**src/cmhmb_pkg.sv**
```systemverilog
// ============================================================================
// cmhmb_pkg - shared types and constants for the CAN message history buffer
// Field widths, command and outcome codes, controller states and the
// result bundle passed from the controller to the output register.
// ============================================================================
package cmhmb_pkg;

    localparam int ID_W          = 29;
    localparam int LEN_W         = 4;
    localparam int DATA_W        = 64;
    localparam int SLOT_W        = 4;
    localparam int SLOTS_DEFAULT = 16;

    localparam logic CMD_STORE    = 1'b0;
    localparam logic CMD_RETRIEVE = 1'b1;

    typedef enum logic [1:0] {
        OUT_NEW       = 2'd0,
        OUT_MAILBOX   = 2'd1,
        OUT_RETRIEVED = 2'd2,
        OUT_NONE      = 2'd3
    } outcome_t;

    typedef enum logic [2:0] {
        ST_IDLE,
        ST_SEARCH,
        ST_WRITE,
        ST_READ,
        ST_RESULT
    } state_t;

    typedef struct packed {
        outcome_t                outcome;
        logic [SLOT_W-1:0]       slot;
        logic [ID_W-1:0]         id;
        logic [LEN_W-1:0]        len;
        logic [DATA_W-1:0]       data;
    } result_t;

endpackage

```
**src/can_message_history_mailbox_buffer.sv**
```systemverilog
// ============================================================================
// can_message_history_mailbox_buffer - CAN receive buffer, history/mailbox
// Top level: slot RAMs, controller and the result output register.
// ============================================================================
// A store takes a frame (29-bit identifier, length code, eight data bytes).
// In history mode (cfg_mailbox_mode = 0) it goes to the head slot, the head
// wraps, and unread frames are overwritten without notice; a retrieve hands
// back the frame at the tail and advances it, or reports nothing to retrieve
// and resets both pointers when the buffer is empty. In mailbox mode a store
// replaces the lowest valid slot holding the same identifier, else takes the
// head slot; a retrieve in mailbox mode reports nothing. Each transaction
// yields exactly one result. Items are processed one at a time by a
// controller around two single-read-port slot RAMs (identifier, and length
// plus data). A mailbox store first runs a one-slot-per-cycle identifier
// scan through the RAM read port. The result sits in an output register,
// so the next transaction is taken while the previous result waits on
// m_ready. Write cfg_mailbox_mode only while the block is idle; the
// configuration port is always ready.
// ============================================================================
module can_message_history_mailbox_buffer
    import cmhmb_pkg::*;
#(
    parameter int  SLOTS = SLOTS_DEFAULT,
    localparam int IDX_W = $clog2(SLOTS)
) (
    input  logic              aclk,
    input  logic              aresetn,
    // input transactions
    input  logic              s_valid,
    output logic              s_ready,
    input  logic              s_cmd,
    input  logic [ID_W-1:0]   s_frame_id,
    input  logic [LEN_W-1:0]  s_frame_len,
    input  logic [DATA_W-1:0] s_frame_data,
    // result transactions
    output logic              m_valid,
    input  logic              m_ready,
    output logic [1:0]        m_outcome,
    output logic [SLOT_W-1:0] m_slot,
    output logic [ID_W-1:0]   m_out_id,
    output logic [LEN_W-1:0]  m_out_len,
    output logic [DATA_W-1:0] m_out_data,
    // configuration
    input  logic              cfg_valid,
    output logic              cfg_ready,
    input  logic              cfg_mailbox_mode
);

    logic                    res_valid;
    logic                    res_ready;
    result_t                 res;
    logic                    mem_we;
    logic [IDX_W-1:0]        mem_waddr;
    logic [IDX_W-1:0]        mem_raddr;
    logic [ID_W-1:0]         mem_wid;
    logic [LEN_W+DATA_W-1:0] mem_wframe;
    logic [ID_W-1:0]         mem_rid;
    logic [LEN_W+DATA_W-1:0] mem_rframe;

    logic                    m_valid_reg, m_valid_next;
    result_t                 m_res_reg;

    // Always accept configuration writes; the user must issue them only while idle, the block does not enforce it.
    assign cfg_ready = 1'b1;

    // Identifier store, scanned during a mailbox search.
    cmhmb_slot_ram #(
        .WIDTH (ID_W),
        .DEPTH (SLOTS)
    ) u_id_ram (
        .aclk  (aclk),
        .we    (mem_we),
        .waddr (mem_waddr),
        .wdata (mem_wid),
        .raddr (mem_raddr),
        .rdata (mem_rid)
    );

    // Length code and payload store.
    cmhmb_slot_ram #(
        .WIDTH (LEN_W + DATA_W),
        .DEPTH (SLOTS)
    ) u_frame_ram (
        .aclk  (aclk),
        .we    (mem_we),
        .waddr (mem_waddr),
        .wdata (mem_wframe),
        .raddr (mem_raddr),
        .rdata (mem_rframe)
    );

    cmhmb_ctrl #(
        .SLOTS (SLOTS)
    ) u_ctrl (
        .aclk             (aclk),
        .aresetn          (aresetn),
        .s_valid          (s_valid),
        .s_ready          (s_ready),
        .s_cmd            (s_cmd),
        .s_frame_id       (s_frame_id),
        .s_frame_len      (s_frame_len),
        .s_frame_data     (s_frame_data),
        .cfg_valid        (cfg_valid),
        .cfg_mailbox_mode (cfg_mailbox_mode),
        .res_valid        (res_valid),
        .res_ready        (res_ready),
        .res              (res),
        .mem_we           (mem_we),
        .mem_waddr        (mem_waddr),
        .mem_raddr        (mem_raddr),
        .mem_wid          (mem_wid),
        .mem_wframe       (mem_wframe),
        .mem_rid          (mem_rid),
        .mem_rframe       (mem_rframe)
    );

    // Take a new result when the output register is empty or being drained.
    assign res_ready = !m_valid_reg || m_ready;

    always_comb begin
        m_valid_next = m_valid_reg;
        if (res_valid && res_ready) begin
            m_valid_next = 1'b1;
        end else if (m_ready) begin
            m_valid_next = 1'b0;
        end
    end

    always_ff @(posedge aclk) begin
        if (!aresetn) begin
            m_valid_reg <= 1'b0;
        end else begin
            m_valid_reg <= m_valid_next;
        end
    end

    // Hold the payload until the result transaction completes.
    always_ff @(posedge aclk) begin
        if (res_valid && res_ready) begin
            m_res_reg <= res;
        end
    end

    assign m_valid    = m_valid_reg;
    assign m_outcome  = m_res_reg.outcome;
    assign m_slot     = m_res_reg.slot;
    assign m_out_id   = m_res_reg.id;
    assign m_out_len  = m_res_reg.len;
    assign m_out_data = m_res_reg.data;

endmodule

```
**src/cmhmb_slot_ram.sv**
```systemverilog
// ============================================================================
// cmhmb_slot_ram - slot storage
// Simple dual-port synchronous RAM: one write port, one read port with a
// registered read.
// ============================================================================
module cmhmb_slot_ram #(
    parameter int  WIDTH  = 8,
    parameter int  DEPTH  = 16,
    localparam int ADDR_W = $clog2(DEPTH)
) (
    input  logic              aclk,
    input  logic              we,
    input  logic [ADDR_W-1:0] waddr,
    input  logic [WIDTH-1:0]  wdata,
    input  logic [ADDR_W-1:0] raddr,
    output logic [WIDTH-1:0]  rdata
);

    logic [WIDTH-1:0] mem [DEPTH];
    logic [WIDTH-1:0] rdata_reg;

    always_ff @(posedge aclk) begin
        if (we) begin
            mem[waddr] <= wdata;
        end
    end

    always_ff @(posedge aclk) begin
        rdata_reg <= mem[raddr];
    end

    assign rdata = rdata_reg;

endmodule

```
**src/cmhmb_ctrl.sv**
```systemverilog
// ============================================================================
// cmhmb_ctrl - buffer controller
// Sequences store, mailbox search and retrieve over the slot RAMs, keeps
// head/tail pointers and per-slot valid bits, and stages one result.
// ============================================================================
module cmhmb_ctrl
    import cmhmb_pkg::*;
#(
    parameter int  SLOTS = SLOTS_DEFAULT,
    localparam int IDX_W = $clog2(SLOTS)
) (
    input  logic                    aclk,
    input  logic                    aresetn,
    // item channel
    input  logic                    s_valid,
    output logic                    s_ready,
    input  logic                    s_cmd,
    input  logic [ID_W-1:0]         s_frame_id,
    input  logic [LEN_W-1:0]        s_frame_len,
    input  logic [DATA_W-1:0]       s_frame_data,
    // configuration
    input  logic                    cfg_valid,
    input  logic                    cfg_mailbox_mode,
    // result toward output register
    output logic                    res_valid,
    input  logic                    res_ready,
    output result_t                 res,
    // slot RAMs
    output logic                    mem_we,
    output logic [IDX_W-1:0]        mem_waddr,
    output logic [IDX_W-1:0]        mem_raddr,
    output logic [ID_W-1:0]         mem_wid,
    output logic [LEN_W+DATA_W-1:0] mem_wframe,
    input  logic [ID_W-1:0]         mem_rid,
    input  logic [LEN_W+DATA_W-1:0] mem_rframe
);

    function automatic logic [IDX_W-1:0] next_idx(input logic [IDX_W-1:0] i);
        logic [IDX_W-1:0] r;
        if (i == IDX_W'(SLOTS - 1)) begin
            r = '0;
        end else begin
            r = i + 1'b1;
        end
        return r;
    endfunction

    function automatic logic [SLOT_W-1:0] slot_of(input logic [IDX_W-1:0] i);
        logic [IDX_W+SLOT_W-1:0] w;
        w = {{SLOT_W{1'b0}}, i};
        return w[SLOT_W-1:0];
    endfunction

    state_t              state_reg, state_next;
    logic                mode_reg, mode_next;
    logic [ID_W-1:0]     id_reg, id_next;
    logic [LEN_W-1:0]    len_reg, len_next;
    logic [DATA_W-1:0]   data_reg, data_next;
    logic [IDX_W-1:0]    head_reg, head_next;
    logic [IDX_W-1:0]    tail_reg, tail_next;
    logic [SLOTS-1:0]    valid_reg, valid_next;
    logic [IDX_W:0]      scan_reg, scan_next;
    logic                pend_reg, pend_next;
    logic [IDX_W-1:0]    pidx_reg, pidx_next;
    logic [IDX_W-1:0]    wslot_reg, wslot_next;
    logic                wnew_reg, wnew_next;
    result_t             res_reg, res_next;
    logic                hit;

    assign hit = pend_reg && valid_reg[pidx_reg] && (mem_rid == id_reg);

    always_comb begin
        state_next = state_reg;
        mode_next  = cfg_valid ? cfg_mailbox_mode : mode_reg;
        id_next    = id_reg;
        len_next   = len_reg;
        data_next  = data_reg;
        head_next  = head_reg;
        tail_next  = tail_reg;
        valid_next = valid_reg;
        scan_next  = scan_reg;
        pend_next  = pend_reg;
        pidx_next  = pidx_reg;
        wslot_next = wslot_reg;
        wnew_next  = wnew_reg;
        res_next   = res_reg;
        s_ready    = 1'b0;
        res_valid  = 1'b0;
        mem_we     = 1'b0;
        mem_waddr  = wslot_reg;
        mem_raddr  = tail_reg;
        mem_wid    = id_reg;
        mem_wframe = {len_reg, data_reg};

        case (state_reg)
            ST_IDLE: begin
                s_ready = 1'b1;
                if (s_valid) begin
                    id_next   = s_frame_id;
                    len_next  = s_frame_len;
                    data_next = s_frame_data;
                    res_next  = '{outcome: OUT_NONE, slot: '0, id: '0, len: '0, data: '0};
                    if (s_cmd == CMD_STORE) begin
                        if (mode_reg) begin
                            scan_next  = '0;
                            pend_next  = 1'b0;
                            state_next = ST_SEARCH;
                        end else begin
                            wslot_next = head_reg;
                            wnew_next  = 1'b1;
                            state_next = ST_WRITE;
                        end
                    end else if (mode_reg) begin
                        state_next = ST_RESULT;
                    end else if (tail_reg == head_reg) begin
                        head_next  = '0;
                        tail_next  = '0;
                        state_next = ST_RESULT;
                    end else begin
                        // read issued at tail this cycle
                        res_next.slot = slot_of(tail_reg);
                        tail_next     = next_idx(tail_reg);
                        state_next    = ST_READ;
                    end
                end
            end

            ST_SEARCH: begin
                mem_raddr = scan_reg[IDX_W-1:0];
                if (hit) begin
                    wslot_next = pidx_reg;
                    wnew_next  = 1'b0;
                    state_next = ST_WRITE;
                end else if (scan_reg == (IDX_W+1)'(SLOTS)) begin
                    wslot_next = head_reg;
                    wnew_next  = 1'b1;
                    state_next = ST_WRITE;
                end else begin
                    pend_next = 1'b1;
                    pidx_next = scan_reg[IDX_W-1:0];
                    scan_next = scan_reg + 1'b1;
                end
            end

            ST_WRITE: begin
                mem_we                = 1'b1;
                valid_next[wslot_reg] = 1'b1;
                res_next.outcome      = wnew_reg ? OUT_NEW : OUT_MAILBOX;
                res_next.slot         = slot_of(wslot_reg);
                if (wnew_reg) begin
                    head_next = next_idx(head_reg);
                end
                state_next = ST_RESULT;
            end

            ST_READ: begin
                res_next.outcome = OUT_RETRIEVED;
                res_next.id      = mem_rid;
                res_next.len     = mem_rframe[LEN_W+DATA_W-1:DATA_W];
                res_next.data    = mem_rframe[DATA_W-1:0];
                state_next       = ST_RESULT;
            end

            ST_RESULT: begin
                res_valid = 1'b1;
                if (res_ready) begin
                    state_next = ST_IDLE;
                end
            end

            default: begin
                state_next = ST_IDLE;
            end
        endcase
    end

    always_ff @(posedge aclk) begin
        if (!aresetn) begin
            state_reg <= ST_IDLE;
            mode_reg  <= 1'b0;
            head_reg  <= '0;
            tail_reg  <= '0;
            valid_reg <= '0;
            scan_reg  <= '0;
            pend_reg  <= 1'b0;
        end else begin
            state_reg <= state_next;
            mode_reg  <= mode_next;
            head_reg  <= head_next;
            tail_reg  <= tail_next;
            valid_reg <= valid_next;
            scan_reg  <= scan_next;
            pend_reg  <= pend_next;
        end
    end

    always_ff @(posedge aclk) begin
        id_reg    <= id_next;
        len_reg   <= len_next;
        data_reg  <= data_next;
        pidx_reg  <= pidx_next;
        wslot_reg <= wslot_next;
        wnew_reg  <= wnew_next;
        res_reg   <= res_next;
    end

    assign res = res_reg;

    // ------------------------------------------------------------------------
    // Assertions
    // ------------------------------------------------------------------------
    a_accept_leaves_idle: assert property (@(posedge aclk) disable iff (!aresetn)
        (s_valid && s_ready) |=> (state_reg != ST_IDLE))
        else $error("controller stayed idle after accepting a transaction");

    a_scan_bounded: assert property (@(posedge aclk) disable iff (!aresetn)
        (state_reg == ST_SEARCH) |-> (scan_reg <= (IDX_W+1)'(SLOTS)))
        else $error("mailbox scan ran past the last slot");

    a_write_sets_valid: assert property (@(posedge aclk) disable iff (!aresetn)
        (state_reg == ST_WRITE) |=> valid_reg[$past(wslot_reg)])
        else $error("written slot not marked valid");

    a_none_is_zero: assert property (@(posedge aclk) disable iff (!aresetn)
        (res_valid && res.outcome == OUT_NONE) |->
            (res.slot == '0 && res.id == '0 && res.len == '0 && res.data == '0))
        else $error("empty retrieve carries nonzero fields");

    a_ptr_range: assert property (@(posedge aclk) disable iff (!aresetn)
        (head_reg <= IDX_W'(SLOTS - 1)) && (tail_reg <= IDX_W'(SLOTS - 1)))
        else $error("head or tail pointer out of range");

endmodule

```
**config.mk**
```make
export PLATFORM = sky130hd
export DESIGN_NAME = can_message_history_mailbox_buffer
export DESIGN_NICKNAME = d
export VERILOG_FILES = /design/src/cmhmb_pkg.sv /design/src/can_message_history_mailbox_buffer.sv /design/src/cmhmb_slot_ram.sv /design/src/cmhmb_ctrl.sv
export SDC_FILE = /design/constraint.sdc
export NUM_CORES = 2
export LEC_CHECK = 0
export BUFFER_PORTS_ARGS = -buffer_cell sky130_fd_sc_hd__buf_4
export CORE_AREA = 2 2 431 433
export DETAILED_ROUTE_END_ITERATION = 16
export DIE_AREA = 0 0 433 435
export PLACE_DENSITY = 0.63
export SYNTH_ARGS = -nofsm -noshare
export SYNTH_HDL_FRONTEND = slang
export SYNTH_SLANG_ARGS = --single-unit
```
**constraint.sdc**
```tcl
create_clock -name aclk -period 11.15 [get_ports aclk]
set_input_delay 2.23 -clock aclk [delete_from_list [all_inputs] [get_ports aclk]]
set_output_delay 2.23 -clock aclk [all_outputs]
set_load 0.01 [all_outputs]
```
==> impl_metrics.toml <==
[timing]
max_freq_mhz = 193.0
slew_headroom_pct = 16.25
fin_worst_skew_ns = 0.02716
period_share_pct = 46.47
fin_crit_ns = 5.181
hold_violations = 0
setup-tns-final_ns = 0
drv_slew = 0
worstMarginPinSlew_ns = 1.256
setup_viol = 0
rsz0062_at_grt = "false"

[grt]
grt_pass1_vias = 34860
grtUsageMet3_pct = 3.368
antenna_found_initial = 12
grt_use_met2_pct = 28.97
grt_usage_pct = 18.01
grt-busiest-layer = "met2"
grt_use_met1_pct = 24.89
grt_overflow_total = 0
grt_pass1_wl_mm = 245.0
grt_start_max_net_pins = 151

[logic_synthesis]
yosysWarnings = 0
synth_top_area_share_pct = 76.72
synth.yosys.seq_area_share_pct = 80.34
synthesis.nets = 3505
synth_edf_count = 1864
ys_seq_elements = 1996
yosys-top-cells-area = "edfxtp_1, mux4_2, dfxtp_1, nand2_1, a211oi_1"
syn_area_mm2 = 0.07296
yosysUniqueCellTypes = 51
synth_ff_type = "edfxtp_1"
yosysTopAreaCell = "edfxtp_1"
syn_area_per_cell_um2 = 21.48
async_reset_ff_share_pct = 0
syn_inst = 3397

[clock_network]
clock-sinks = 1996
root_buffer = "clkbuf_16"
holdBufCountCts = 0
worst_skew_pair.late_latency_ns = 0.80
h-tree-depth = 4
ctsLongestPathBuffers = 3
cts_tree = "built"
path_clk_slew_ns = 0.06
post_cts_buffers = 0
ctsResizeCount = 0
cts_buffers = 187

[worst_setup_path]
startpoint_type = "register"
worstPathMaxFanout = 61
required_ns = 11.79
crit_path_end_kind = "register"
critical_path_class = "register to register"
critPathArrivalTime_ns = 5.82

[routing]
wl_per_cell_um = 27.12
first_iter_violations = 3563
first_pass_iters = 5
via_per_inst = 5.465
wl_mm = 170.8
route.vias.total = 34420
ant_nets = 0
drcViolationCount = 0

[placement]
dp_cells = 5953
dpl-instance-area_mm2 = 0.07763
portBuffers = 208
hpwl_mm = 78.84
globalplace.congestion = 0.7424

[layout]
final_design_area_no_fill_mm2 = 0.08386
final_cell_mix = "edfxtp_1, mux4_2, buf_4, nand2_1, clkbuf_16"
mostFrequentLayoutCell = "edfxtp_1"
drive_above_1_share_pct = 25.03
largest_reg_flops = 1088
multi_input_area_mm2 = 0.01373
nNetsFinal = 3770
area_growth_pct = 14.93
fillers = 15200
fin_cells = 6298
layout.area.seq_mm2 = 0.05862

[floorplan]
ios = 210
die_area_mm2 = 0.1884
die_y_um = 435
core_area_mm2 = 0.1840
fp.dieW_um = 433
start_util_pct = 39.64
num_rows = 158

[hold_path]
hold_path_class = "register to register"

[status]
status = "finished clean"

[run]
drv_cap = 0

[power_and_ir_drop]
p_leak_nw = 27.55
total_power_w = 0.01534
power.density_mw_per_mm2 = 183.0
peakVddDrop_uv = 154.5
[where the power goes]
part           internal, W  total, W  switching (W)  leakage, nW
Combinational     0.000116  0.000330       0.000214         6.47
Clock              0.00377   0.00645        0.00268         3.04
Sequential         0.00840   0.00857       0.000167         18.1
Total               0.0123    0.0153        0.00306         27.6
[critical path, stage by stage, from the launching register on]
cell      delay, ns
dfxtp_4        0.89
nor3b_4        0.82
mux2i_4        0.95
buf_4          0.68
buf_4          0.72
mux4_2         0.40
and2_1         0.16
a211oi_1       0.21
a31oi_1        0.08
[synth_stat cells (9+ instances only)]
| master | instances |
|---|---|
| nand3_1 | 9 |
| a211oi_1 | 101 |
| and2_1 | 100 |
| nand2_1 | 224 |
| clkbuf_1 | 103 |
| dfxtp_1 | 132 |
| buf_1 | 14 |
| o21ai_0 | 10 |
| a31oi_1 | 102 |
| mux4_2 | 392 |
| and3_1 | 98 |
| a21oi_1 | 11 |
| buf_2 | 60 |
| nor2_1 | 65 |
| edfxtp_1 | 1864 |
| xnor2_1 | 29 |
[logic make-up (layout without fill, tap and decap cells)]
logic type	after synthesis	count (layout)	share of synthesized area, %
flops	1996	1996	80.34
simple gates	534	534	3.612
mux	404	404	12.28
compound gates	237	237	2.197
buf+inv	188	606	1.106
xor+xnor	33	33	0.3961
fa+ha+maj	4	4	0.06860
other cells	1	4	0.005140
[path summary, 6_finish.rpt]
kind | slack, ns | cells past startpoint | to | startpoint
max | 5.97 | 8 | u_id_ram.rdata[7]$_DFF_P_ | u_ctrl.state_reg[0]$_SDFFE_PN0P_
min | 0.41 | 0 | m_out_data[15]$_DFFE_PP_ | u_ctrl.res[15]$_SDFFCE_PN0P_
max reg2reg | 5.97 | 8 | u_id_ram.rdata[7]$_DFF_P_ | u_ctrl.state_reg[0]$_SDFFE_PN0P_
min reg2reg | 0.41 | 0 | m_out_data[15]$_DFFE_PP_ | u_ctrl.res[15]$_SDFFCE_PN0P_
[final cells by class]
class,count,area share (%)
tap,2480,3.700
clock buffer,254,6.149
antenna,3,0.008953
sequential,1996,69.91
inverter,7,0.03133
timing repair buffer,257,2.569
clock inverter,88,1.265
multi-input combinational,1213,16.37
[per-layer routing]
layer | wire length, um | part of all wire, %
met1 | 70970 | 42
met2 | 82790 | 48
met3 | 12220 | 7.2
met4 | 4838 | 2.8
met5 | 12 | 0.0070
[through the flow]
| step | setup WS [ns] | utilization (%) | hold WS [ns] |
|---|---|---|---|
| finish | 5.969 | 45.56 | 0.4140 |
| global route | 5.637 | 45.56 | 0.4188 |
| CTS | 5.900 | 45.56 | 0.4091 |
| detailed placement | 5.908 | 42.18 | 0.4045 |
| global placement | 5.974 | 42.18 | 0.4044 |
| floorplan | 2.414 | - | 0.4003 |
Power figures use the tool's default switching activity.
